$ cat config.mk
export PLATFORM = sky130hd
export DESIGN_NAME = pal_pdl_ram
export DESIGN_NICKNAME = d
export VERILOG_FILES = /design/src/pal_pdl_ram.sv
export SDC_FILE = /design/constraint.sdc
export NUM_CORES = 1
export LEC_CHECK = 0
export BUFFER_PORTS_ARGS = -buffer_cell sky130_fd_sc_hd__buf_2
export CORE_MARGIN = 2
export CORE_UTILIZATION = 67
export DETAILED_ROUTE_END_ITERATION = 8
export GPL_TIMING_DRIVEN = 0
export PLACE_DENSITY = 0.84
export SYNTH_ARGS = -nofsm -noshare
export SYNTH_HDL_FRONTEND = slang
export SYNTH_SLANG_ARGS = --single-unit
$ cat constraint.sdc
create_clock -name clock -period 7.8 [get_ports clock]
set_input_delay 1.56 -clock clock [delete_from_list [all_inputs] [get_ports clock]]
set_output_delay 1.56 -clock clock [all_outputs]
set_load 0.05 [all_outputs]
$ cat src/pal_pdl_ram.sv
// Generic single-write, single-read synchronous RAM with registered read data.
`default_nettype none
module pal_pdl_ram #(
   parameter int Depth = 32,
   parameter int Width = 24,
   parameter int AddrW = $clog2(Depth)
) (
   input  wire logic             clock,
   input  wire logic             we,
   input  wire logic [AddrW-1:0] waddr,
   input  wire logic [Width-1:0] wdata,
   input  wire logic             re,
   input  wire logic [AddrW-1:0] raddr,
   output      logic [Width-1:0] rdata
);
   logic [Width-1:0] mem [Depth];
   logic [Width-1:0] rdata_ff;

   always_ff @(posedge clock) begin
      if (we) begin
         mem[waddr] <= wdata;
      end
   end

   // Hold read data until the next read
   always_ff @(posedge clock) begin
      if (re) begin
         rdata_ff <= mem[raddr];
      end
   end

   assign rdata = rdata_ff;
endmodule
`default_nettype wire

==> run summary, run 1 <==
Buffers inserted during clock tree synthesis total 76. The clock tree synthesis step divided the H-tree into 3 levels. The floorplan has 78 rows. The run gives 16900 as the via count of the first global-routing pass. For the finished layout, the period the worst path requires is 3.37 ns. Setup total negative slack on the finished layout was measured at 0 ns.

Timing would allow up to 297 MHz. The hold violation total from the final report is 0, and the total die area is 0.0476 mm2. In this run the worst path has a maximum fanout of 15.

CTS placed an instance of sky130_fd_sc_hd__clkbuf_16 at the clock tree root. sky130_fd_sc_hd__edfxtp_1 takes more of the synthesized area than any other cell. The fraction of power spent switching nets is 0.214. The total global-route track usage was 0.303. 61 I/O pins were placed. The setup check on the worst reg-to-reg path leaves a slack of 5.97 ns. The starting utilization of the core area is 0.678. Data on the critical path is required at its endpoint by 8.10 ns.

The first detailed-routing pass took 6 iterations. The clock passes through at most 3 buffers. In the layout the commonest cells are 792 x sky130_fd_sc_hd__edfxtp_1, 384 x sky130_fd_sc_hd__mux2i_1, 88 x sky130_fd_sc_hd__buf_2, 77 x sky130_fd_sc_hd__clkbuf_16. The worst hold path passes through 4 cells. The share of the clock period used by the worst path came out at 0.432.

The library cell used most frequently in the layout, excluding fill and tap cells, is sky130_fd_sc_hd__edfxtp_1. At the end of routability-driven placement, the weighted congestion stood at 0.847. The endpoint of the worst-slack reg-to-reg timing path was rdata[10]. met2 is the most crowded layer. The tools report the post-layout worst setup margin as 4.43 ns. The run finished with clean final reports. Buffers placed on the I/O ports in this run total 59. In the final routed layout, each cell accounts on average for 28.2 um. The met2 global-route usage was 0.522; the maximum clock skew at final layout was 0.0193 ns.

The die is 218 um tall. The setup fix buffers added after clock tree synthesis is 0, and the fraction of synthesized cell area taken by the top area cell type is 0.774. Using the TritonRoute via totals, the vias-per-cell ratio works out to 6.63. The startpoint class of the critical path was an input pin.

The logs give 0 for the number of max-slew violations in the final report and 0.0307 mm2 for the cell area after technology mapping. The share of total power in combinational logic was 0.059; the clock-pin slew on the worst setup and hold paths was 0.06 ns. At the pin with the least slew margin, the transition time is 1.04 ns. The path class of the tightest hold or removal check is reg -> reg. The fraction of final layout cells sized beyond drive strength 1 is 0.141, and the post-synthesis to final-layout area growth is 12.2%. Setup repair after global routing left no endpoint under its margin. Counting cells, the worst reg-to-reg path comes to 5. The largest individual stage delay along the critical path comes from the cell sky130_fd_sc_hd__nor2_2. Once detailed placement completed, the half-perimeter wirelength came to 43.9 mm. The total power divided by cell area was 252 mW/mm2. The area inside the core boundary is 0.0453 mm2, and the number of max-cap violations is 0. The count of antenna-violating nets left after detailed routing is 0, and the count of distinct cell types in the synthesized netlist is 23.

For the leakage power, the log shows 12.1 nW. For the routed wire length, the log shows 70.9 mm. The final standard cell utilization of the core is 0.761. The sum of overflow across all layers after global routing is 0.

After the first detailed-routing iteration, the DRC count stood at 2171. STA classifies the critical path endpoint as a register. The first global-routing pass estimated 104 mm of wire. The clock drives 792 sinks. The Yosys step of the flow raised 0 warnings. Entering global routing, the biggest net connects 33 pins. The multi-input combinational cells in the finished layout cover a total of 0.00649 mm2. The total DRC errors in the routed layout came out at 0. The number of synthesized register bits was 792.

TritonCTS built the clock tree. For the number of hold buffers added after CTS, the log shows 0. Ranked by total cell area, the synthesized netlist is headed by sky130_fd_sc_hd__edfxtp_1 77%, sky130_fd_sc_hd__mux2i_1 13%, sky130_fd_sc_hd__a22oi_1 1.8%, sky130_fd_sc_hd__a22o_1 1.4%, sky130_fd_sc_hd__nand3_1 1.2%.

For hold timing, the worst endpoint is rdata[10]. Registers take 0.0238 mm2. The fraction of the yosys area taken by sequential cells came out at 0.774. The largest single stage delay on the critical path is 0.87 ns. The tools report the number of antenna violations at the first check in global routing as 2.

The met1 track utilization from global routing was 0.390; the setup-violating endpoint count in the final report was 0. At the later pin of the worst-skew pair, clock insertion delay measures 0.61 ns. The beginning of the worst register-to-register path is mem[2][10].

In this run the most critical hold path is launched from mem[26][10]. After technology mapping, the gate count stands at 1711. Walking the worst path, the cells encountered are buf_2, or3b_2, clkbuf_1, nor2_2, buf_8.

The run gives 2421 as the fill cell instance count of the final layout. OpenSTA, run right after detailed placement, puts the worst setup slack at 3.88 ns. The x dimension of the die works out to 218 um. The met3 track demand over resource in global routing was 0.0578; the count of antenna diodes in the layout was 0. Category of the critical setup timing path: in -> reg. For the switching power total, the log shows 1.86 mW. The tools report the number of nets produced by synthesis as 1748. Synthesized area per cell: 18.0 um2. The normalized max-slew margin was 0.306. The tools report the share of power burned in registers as 0.548. The internal portion of the total power is 6.84 mW.

The arrival time of data at the critical path endpoint was 3.67 ns; the post-CTS resize count was 0. The clock network power share came out at 0.393. The detailed router placed 16700 vias in this run.

The largest vdd supply drop is 0.235 mV. At the end of the flow, the number of nets in the layout was 1899.
==> through the flow <==
| stage | total power, mW | area (um2) | hold slack, ns | instances |
|---|---|---|---|---|
| 2_1_floorplan | 5.14 | 30700 | 0.629 | 1711 |
| 3_3_place_gp | 5.32 | 31800 | 0.671 | 2370 |
| 3_5_place_dp | 5.35 | 32200 | 0.671 | 2384 |
| 4_1_cts | 8.69 | 34500 | 0.685 | 2514 |
| 5_1_grt | 8.90 | 34500 | 0.754 | 2514 |
| 6_report | 8.70 | 34500 | 0.682 | 2514 |
==> cells by family after synthesis <==
| family | share of synthesized area |
|---|---|
| AOI/OAI and AO/OA | 0.0479 |
| buffers and inverters | 0.0202 |
| DFF | 0.774 |
| muxes | 0.125 |
| and+or+nand+nor | 0.0327 |
==> worst max-delay path by stage <==
| stage | start | endpoint | slack [ns] | depth (start not counted) |
|---|---|---|---|---|
| 2_1_floorplan | waddr[1] | mem[12][0] | 4.15 | 3 |
| 3_5_place_dp | waddr[1] | mem[16][19] | 3.88 | 5 |
| 3_3_place_gp | waddr[1] | mem[24][9] | 2.90 | 4 |
| 4_1_cts | waddr[1] | mem[16][19] | 4.48 | 5 |
| 5_1_grt | raddr[3] | rdata[12] | 4.39 | 7 |
| 6_report | waddr[1] | mem[16][19] | 4.43 | 5 |
==> state kept, by name (all words and copies together) (netlist names) <==
signal and flops:
mem 768, rdata 24
==> area by class of cell <==
class	count	area share
Timing Repair Buffer	73	0.0161
Multi-Input combinational cell	821	0.188
Clock inverter	35	0.00788
Buffer	98	0.0180
Sequential cell	792	0.690
Tap cell	600	0.0218
Clock buffer	95	0.0579
==> power by group through the flow <==
stage | Sequential (mW) | Clock, mW | Combinational (mW)
CTS | 4.77 | 3.42 | 0.504
detailed placement | 4.86 | 0 | 0.498
global route | 4.77 | 3.59 | 0.535
floorplan | 4.90 | 0 | 0.249
finish | 4.77 | 3.42 | 0.511
global placement | 4.85 | 0 | 0.472
==> metal layers <==
layer | vias to the layer above | wire length, um
met1 | 8381 | 25300
met3 | 165 | 6880
met4 | 2 | 2000
li1 | 7096 | -
met2 | 1029 | 36700
met5 | - | 11
==> worst max-delay path, delay by kind of cell <==
family	cells	cell delay [ns]
buffers and inverters	3	0.76
AND/OR/NAND/NOR	2	1.34
==> cells in the mapped netlist <==
cell type,instances
sky130_fd_sc_hd__buf_1,4
sky130_fd_sc_hd__a22o_1,48
sky130_fd_sc_hd__buf_4,13
sky130_fd_sc_hd__buf_2,29
sky130_fd_sc_hd__nand2_1,74
sky130_fd_sc_hd__or3_1,1
sky130_fd_sc_hd__a31oi_1,24
sky130_fd_sc_hd__nand2b_1,2
sky130_fd_sc_hd__clkbuf_4,1
sky130_fd_sc_hd__and2_1,1
sky130_fd_sc_hd__nand3b_1,5
sky130_fd_sc_hd__nand3_1,74
sky130_fd_sc_hd__buf_6,22
sky130_fd_sc_hd__or2_1,1
sky130_fd_sc_hd__clkbuf_1,29
sky130_fd_sc_hd__mux2i_1,384
sky130_fd_sc_hd__a22oi_1,72
sky130_fd_sc_hd__edfxtp_1,792
sky130_fd_sc_hd__nor3_1,24
sky130_fd_sc_hd__a21oi_1,72
sky130_fd_sc_hd__nor2b_1,2
sky130_fd_sc_hd__nor2_1,34
sky130_fd_sc_hd__or3b_2,3
No activity file was read; power rests on OpenSTA's default activity.
==> inputs of run 2 (changes only) <==
--- a/config.mk
+++ b/config.mk
@@ -5,12 +5,13 @@
 export SDC_FILE = /design/constraint.sdc
 export NUM_CORES = 1
 export LEC_CHECK = 0
+export ABC_AREA = 1
 export BUFFER_PORTS_ARGS = -buffer_cell sky130_fd_sc_hd__buf_2
 export CORE_MARGIN = 2
-export CORE_UTILIZATION = 67
+export CORE_UTILIZATION = 56
 export DETAILED_ROUTE_END_ITERATION = 8
 export GPL_TIMING_DRIVEN = 0
-export PLACE_DENSITY = 0.84
+export PLACE_DENSITY = 0.75
 export SYNTH_ARGS = -nofsm -noshare
 export SYNTH_HDL_FRONTEND = slang
 export SYNTH_SLANG_ARGS = --single-unit
==> constraint.sdc (replaced) <==
create_clock -name clock -period 2.7 [get_ports clock]
set_input_delay 0.54 -clock clock [delete_from_list [all_inputs] [get_ports clock]]
set_output_delay 0.54 -clock clock [all_outputs]
set_load 0.05 [all_outputs]
==> run summary, run 2 <==
The x dimension of the die came out at 243 um (+11%). Gate count after technology mapping: 2665 (+56%). sky130_fd_sc_hd__nand2_1 is the most common cell in the netlist.

The post-synthesis share of cell area spent on full adders, half adders and majority gates was 0 (unchanged). The depth of the worst register-to-register path was 8 (+3); the floorplan die height was 243 um (+11%). The buffer and inverter count on the worst path was 4 (+1).

Total global-route track usage: 0.307 (+0.00324). In the post-synthesis netlist, the biggest area contributors are sky130_fd_sc_hd__edfxtp_1 74%, sky130_fd_sc_hd__nand2_1 13%, sky130_fd_sc_hd__nand3_1 9.2%, sky130_fd_sc_hd__buf_2 1.5%, sky130_fd_sc_hd__buf_6 1.3%. In the synthesized netlist, the cells that appear most often are 1080 x sky130_fd_sc_hd__nand2_1, 792 x sky130_fd_sc_hd__edfxtp_1, 588 x sky130_fd_sc_hd__nand3_1, 99 x sky130_fd_sc_hd__buf_2, 38 x sky130_fd_sc_hd__buf_6. The tools report the total negative slack as 0 ns (unchanged).

The top flip-flop cell by instance count after synthesis is sky130_fd_sc_hd__edfxtp_1. Starting utilization of the core area: 0.566 (-0.112). For the cell area after technology mapping, the log shows 0.0320 mm2 (+4.2%).

CTS placed an instance of sky130_fd_sc_hd__clkbuf_16 at the clock tree root. The maximum fanout count along the critical path came out at 10 (-5). Counting flops per register, the top entry is mem. The mux contribution to synthesized area is 0 (-0.125), and the half-perimeter wire length of the detailed placement result is 59.0 mm (+34%). Hold path depth: 1 (-3).

The synthesized area per cell came out at 12.0 um2 (-33%). The row count is 87 (+12%). Traced cell by cell, the critical path runs through buf_2, inv_2, buf_2, buf_2, nand3_1, nand2_1, nand2_1, nand2_1, nand2_1, nand2_1. The setup fix buffers added after clock tree synthesis was 0 (unchanged); the total number of H-tree levels was 3 (unchanged). The total clock sinks is 792 (unchanged). For the clock latency at the later pin of the worst-skew pair, the log shows 0.64 ns (+0.03 ns).

The category of the critical setup timing path is in -> reg. The family with the most delay on the worst path is buffers and inverters. The clock period could shrink to 2.23 ns. TritonCTS built the clock tree. Total power divided by cell area: 724 mW/mm2 (+190%). The library cell used most frequently in the layout, excluding fill and tap cells, is sky130_fd_sc_hd__nand2_1. The most frequent cell on the critical path is sky130_fd_sc_hd__nand2_1. The worst hold slack across all endpoints was 0.388 ns (-0.294 ns).

The main combinational cell family by area after synthesis was simple AND/OR/NAND/NOR gates. Fraction of the yosys area taken by sequential cells: 0.743 (-0.0309). Async set-or-reset flop fraction in the synthesized netlist: 0 (unchanged). For the total die area, the log shows 0.0591 mm2 (+24%). The number of placed instances, taps included was 3496 (+47%); the number of enable-type register cells in the synthesized netlist was 792 (unchanged). Arrival time of data at the critical path endpoint: 2.70 ns (-0.97 ns).

For the required time at the worst-slack endpoint, the log shows 3.17 ns (-4.93 ns). The final standard cell utilization of the core was 0.640 (-0.121). The wire length of the first global-routing pass is 130 mm (+25%). The count of antenna-violating nets left after detailed routing was 0 (unchanged). Setup repair after global routing left no endpoint under its margin.

The clock-pin slew on the worst setup and hold paths is 0.06 ns (about the same), and the cell depth of the worst setup path is 10 (+5). The biggest area contributor in the post-synthesis netlist is sky130_fd_sc_hd__edfxtp_1. The fraction of synthesized cell area taken by the top area cell type works out to 0.743 (-0.0309). The area inside the core boundary is 0.0565 mm2 (+25%), and the area share of xor/xnor cells in the synthesized design is 0 (unchanged). The run finished with clean final reports.

The via count of the first global-routing pass was 20500 (+22%); the total I/O pin count was 61 (unchanged). The post-CTS resize count came out at 0 (unchanged). The logs give 13 (-43%) for the count of distinct cell types in the synthesized netlist and 448 MHz for the fmax. The run gives 0.327 (+0.0208) as the normalized max-slew margin. Leaving out fill and tap cells, the most frequent cells in the layout are 1080 x sky130_fd_sc_hd__nand2_1, 792 x sky130_fd_sc_hd__edfxtp_1, 588 x sky130_fd_sc_hd__nand3_1, 156 x sky130_fd_sc_hd__buf_2, 79 x sky130_fd_sc_hd__clkbuf_16.

The run gives 0 (unchanged) as the count of antenna diodes in the layout. For the total iterations of the first detailed-routing run, the log shows 5 (-1). The class of the tightest hold or removal check is in -> reg. The area fraction in compound gates after synthesis was 0 (-0.0479); the number of synthesized register bits was 792 (unchanged).

The tools report the maximum clock skew at final layout as 0.0246 ns (+0.00534 ns). The final weighted congestion of routability-driven global placement was 1.05 (+24%). The run gives 21800 (+31%) as the total number of vias. The transition at the pin with the smallest max-transition slack works out to 1.01 ns (-0.0299 ns). The number of flip-flops under the largest register name is 768 (unchanged), and the port buffer count is 57 (-3.4%). The tools report the hold violation total from the final report as 0 (unchanged). The routed wire length is 90.7 mm (+28%), and the fraction of final layout cells sized beyond drive strength 1 is 0.123 (-0.0173).

The number of DRC violations after detailed-routing iteration 0 was 3598 (+66%); the post-synthesis to final-layout area growth was 12.9%. The worst setup path is launched from an input pin. The logs give 3 (unchanged) for the maximum clock path buffer count and 0 (unchanged) for the number of max-slew violations in the final report. The leakage power was 13.4 nW (+11%). The simple-gate share of the synthesized area came out at 0.222 (+0.190). The slowest stage cell on the critical path is sky130_fd_sc_hd__buf_2. For the total number of yosys warnings, the log shows 0 (unchanged). The share of the clock period used by the worst path is 0.826, and the number of buffers created by CTS is 78 (+2.6%).

The net total in the final layout was 2857 (+50%). The sum of overflow across all layers after global routing was 0 (unchanged); the number of hold buffers added after CTS was 0 (unchanged). The logs give 0 (unchanged) for the total DRC errors in the routed layout and 3637 (+45%) for the final cell count without fillers. The routed length per placed instance is 24.9 um (-12%).

Number of nets produced by synthesis: 2702 (+55%). The run gives 0 (unchanged) as the number of max-cap violations. Largest net degree at the start of global routing: 33 (unchanged). The fill cell instance count of the final layout was 4043 (+67%); the ratio of routed vias to standard cells was 6.00 (-9.6%). The delay of the slowest cell on the worst path was 0.51 ns (-0.36 ns).

STA classifies the critical path endpoint as a register. The tools report the largest vdd supply drop as 0.542 mV (+130%). The total power is 26.2 mW (+200%), and the number of antenna violations at the first check in global routing is 4 (+2). The run gives 0 (unchanged) as the setup-violating endpoint count in the final report.
## run 2: routing by layer
| layer | track usage | part of all wire |
|---|---|---|
| met5 | 0 | 0.00013 |
| met4 | 0.125 | 0.041 |
| met3 | 0.0629 | 0.13 |
| met2 | 0.467 | 0.45 |
| met1 | 0.436 | 0.38 |
## run 2: cell type report
type                    instances  area (um2)  area share
repair buffers                 75         606      0.0168
plain buffers                 163        1060      0.0293
well taps                     756         946      0.0262
inverters                      10        42.5     0.00118
clock buffers                 100        2060      0.0569
clock inverters                41         378      0.0105
multi-input cells            1700        7270       0.201
flip-flops and latches        792       23800       0.658
## run 2: per-stage QoR
stage / worst slack (ns) / cell area, um2
CTS: 0.672 / 36100
global placement: -0.785 / 33200
global route: 0.550 / 36100
detailed placement: 0.0181 / 33700
floorplan: 0.430 / 32000
finish: 0.470 / 36100
## run 2: power by group
part           switching [mW]  internal, mW
combinational            1.52         0.461
sequential             0.0411          13.7
clock                    4.54          5.89
## run 2: cell families after synthesis
kind of cell / Yosys count
and+or+nand+nor: 1700
DFF: 792
buffers and inverters: 173
## run 2: final timing paths
| check | slack [ns] | startpoint | endpoint |
|---|---|---|---|
| worst min-delay path | 0.39 | re | rdata[8] |
| worst min register to register | 0.96 | mem[8][22] | rdata[22] |
| worst max register to register | 1.03 | mem[28][10] | rdata[10] |
| worst max-delay path | 0.47 | raddr[2] | rdata[11] |
==> inputs of run 3 (changes only) <==
==> config.mk (replaced) <==
export PLATFORM = sky130hd
export DESIGN_NAME = pal_pdl_ram
export DESIGN_NICKNAME = d
export VERILOG_FILES = /design/src/pal_pdl_ram.sv
export SDC_FILE = /design/constraint.sdc
export NUM_CORES = 1
export LEC_CHECK = 0
export ABC_AREA = 0
export BUFFER_PORTS_ARGS = -buffer_cell sky130_fd_sc_hd__buf_2
export CORE_MARGIN = 2
export CORE_UTILIZATION = 62
export DETAILED_ROUTE_END_ITERATION = 8
export GPL_TIMING_DRIVEN = 0
export PLACE_DENSITY = 0.79
export SYNTH_ARGS = -nofsm -noshare
export SYNTH_HDL_FRONTEND = slang
export SYNTH_SLANG_ARGS = --single-unit
==> constraint.sdc (replaced) <==
create_clock -name clock -period 2.3 [get_ports clock]
set_input_delay 0.46 -clock clock [delete_from_list [all_inputs] [get_ports clock]]
set_output_delay 0.46 -clock clock [all_outputs]
set_load 0.05 [all_outputs]
==> run summary, run 3 (same netlist as run 1, synthesis figures left out) <==
The clock-pin slew on the worst setup and hold paths works out to 0.06 ns (about the same). TritonCTS built the clock tree. The sum of overflow across all layers after global routing was 0 (unchanged). The arrival time of data at the critical path endpoint was 2.50 ns (-0.20 ns). The total number of H-tree levels is 3 (unchanged). The worst setup path is captured at a register. The number of placed instances, taps included is 2450 (-30%), and the setup fix buffers added after clock tree synthesis is 0 (unchanged). The routed wire length came out at 68.6 mm (-24%). The maximum fanout count along the critical path works out to 10 (unchanged). The required time at the worst-slack endpoint was 2.60 ns (-0.57 ns); the register-to-register setup slack was 0.53 ns (-0.50 ns). The fraction of power spent switching nets was 0.212 (-0.0206); the half-perimeter wire length of the detailed placement result was 43.2 mm (-27%).

Relative to the synthesized area, the layout overhead comes to 13.2%. The standard cell area after detailed placement was 0.0323 mm2 (-4.0%). For the count of antenna-violating nets left after detailed routing, the log shows 0 (unchanged). The number of DRC violations after detailed-routing iteration 0 was 1973 (-45%); the met1 routed wirelength after detailed routing was 26.3 mm (-24%). Net total in the final layout: 1900 (-33%). The total number of vias is 16000 (-26%).

The final design area excluding fillers is 0.0348 mm2 (-3.8%), and the total die area is 0.0513 mm2 (-13%). Final critical-path required period: 2.21 ns. Setup repair after global routing left no endpoint under its margin. Final cell count without fillers: 2585 (-29%).

The flow ran to the end, and the final reports show no timing, DRC or antenna violations. For the switching power total, the log shows 6.38 mW (+4.6%). For the detailed route wirelength on metal3, the log shows 5.88 mm (-49%).

Class of the tightest hold or removal check: in -> reg. For the total global-route track usage, the log shows 0.273 (-0.0338). The floorplan die height came out at 227 um (-6.8%).

The worst setup path is of the in -> reg kind. Number of hold buffers added after CTS: 0 (unchanged). The run gives 23.6 mW (+18%) as the internal cell power. The run gives 0.0911 ns (-0.379 ns) as the post-layout worst setup margin. The run gives 1 (-3) as the number of antenna violations at the first check in global routing. The share of total power in combinational logic was 0.057 (-0.019). Maximum clock skew at final layout: 0.0161 ns (-0.00852 ns).

The run gives 99.8 mm (-23%) as the wire length of the first global-routing pass. Uppermost layer routed: met4. The ratio of routed vias to standard cells came out at 6.21 (+3.5%). The routed length per placed instance is 26.5 um (+6.5%), and the fraction of final layout cells sized beyond drive strength 1 is 0.146 (+0.0232).

The post-placement worst setup slack was -0.622 ns (-0.640 ns). Post-CTS resize count: 2 (+2). The total I/O pin count was 61 (unchanged); the number of max-cap violations was 0 (unchanged).

The setup-violating endpoint count in the final report is 0 (unchanged). The hold violation total from the final report was 0 (unchanged). The number of max-slew violations in the final report was 0 (unchanged); the clock latency at the later pin of the worst-skew pair was 0.60 ns (-0.04 ns).

The normalized max-slew margin came out at 0.343 (+0.0166). The tools report the via count of the first global-routing pass as 16000 (-22%). The starting utilization of the core area was 0.628 (+0.0612).

The share of the clock period used by the worst path was 0.960; the transition at the pin with the smallest max-transition slack was 0.982 ns (-0.0261 ns). For the leakage power, the log shows 12.1 nW (-9.2%). The top cell types in the final layout, fill and taps aside, are 792 x sky130_fd_sc_hd__edfxtp_1, 384 x sky130_fd_sc_hd__mux2i_1, 88 x sky130_fd_sc_hd__buf_2, 79 x sky130_fd_sc_hd__clkbuf_16. Register name with the most flops: mem. The largest vdd supply drop came out at 1.01 mV (+86%). The tools report the total iterations of the first detailed-routing run as 5 (unchanged). The x dimension of the die was 227 um (-6.8%); the depth of the worst register-to-register path was 5 (-3). The final weighted congestion of routability-driven global placement was 0.822 (-22%). The row count is 81 (-6.9%), and the total power divided by cell area is 863 mW/mm2 (+19%). The run gives 3 (unchanged) as the maximum clock path buffer count. The total power is 30.0 mW (+15%), and the largest net degree at the start of global routing is 33 (unchanged). Most common cell after layout, fill and taps aside: sky130_fd_sc_hd__edfxtp_1. The number of buffers created by CTS was 75 (-3.8%); the routed length on met2 was 34.7 mm (-15%). In this run the clock root is driven by a sky130_fd_sc_hd__clkbuf_16.

The share of power burned in registers came out at 0.538 (+0.012). Area inside the core boundary: 0.0490 mm2 (-13%). The port buffer count was 59 (+3.5%).

The total DRC errors in the routed layout is 0 (unchanged), and the fmax is 453 MHz. The number of flip-flops under the largest register name works out to 768 (unchanged). The total clock sinks is 792 (unchanged), and the clock network power share is 0.405 (+0.007).

The hold path depth was 1 (unchanged). STA classifies the critical path startpoint as an input pin.
[run 3: power groups by stage]
stage / clock [mW] / combinational (mW) / sequential (mW)
finish: 12.1 / 1.72 / 16.2
global route: 12.8 / 1.82 / 16.2
CTS: 12.2 / 1.70 / 16.2
detailed placement: 0 / 1.69 / 16.5
global placement: 0 / 1.61 / 16.5
floorplan: 0 / 0.846 / 16.6
[run 3: path summary, 6_finish.rpt]
path               start    endpoint
max             raddr[1]   rdata[16]
min            wdata[23]  mem[2][23]
max reg2reg   mem[1][16]   rdata[16]
min reg2reg  mem[10][10]   rdata[10]
[run 3: stage by stage]
stage               hold WS (ns)   util  TNS (ns)
global placement           0.673  0.651   -780.66
detailed placement         0.684  0.661   -171.22
CTS                        0.345  0.710         0
global route               0.396  0.710         0
floorplan                  0.559      -    -54.70
finish                     0.386  0.710         0
[run 3: worst max-delay path: stages]
cell and delay [ns]:
sky130_fd_sc_hd__buf_2 0.12, sky130_fd_sc_hd__nor2_1 0.35, sky130_fd_sc_hd__clkbuf_1 0.52, sky130_fd_sc_hd__a22o_1 0.26, sky130_fd_sc_hd__nor3_1 0.09, sky130_fd_sc_hd__a31oi_1 0.46
sky130_fd_sc_hd__nand3_1 0.23
[run 3: cell type report]
cell class	count	area, um2
Antenna cell	2	5.00
Buffer	98	623
Clock buffer	89	2010
Clock inverter	44	383
Fill cell	2915	14200
Multi-Input combinational cell	821	6500
Sequential cell	792	23800
Tap cell	664	831
Timing Repair Buffer	75	621
[run 3: layer usage]
layer | global-route usage | up-vias
met3 | 0.0534 | 113
li1 | - | 7101
met5 | 0 | -
met1 | 0.358 | 8086
met4 | 0.0881 | 0
met2 | 0.464 | 746
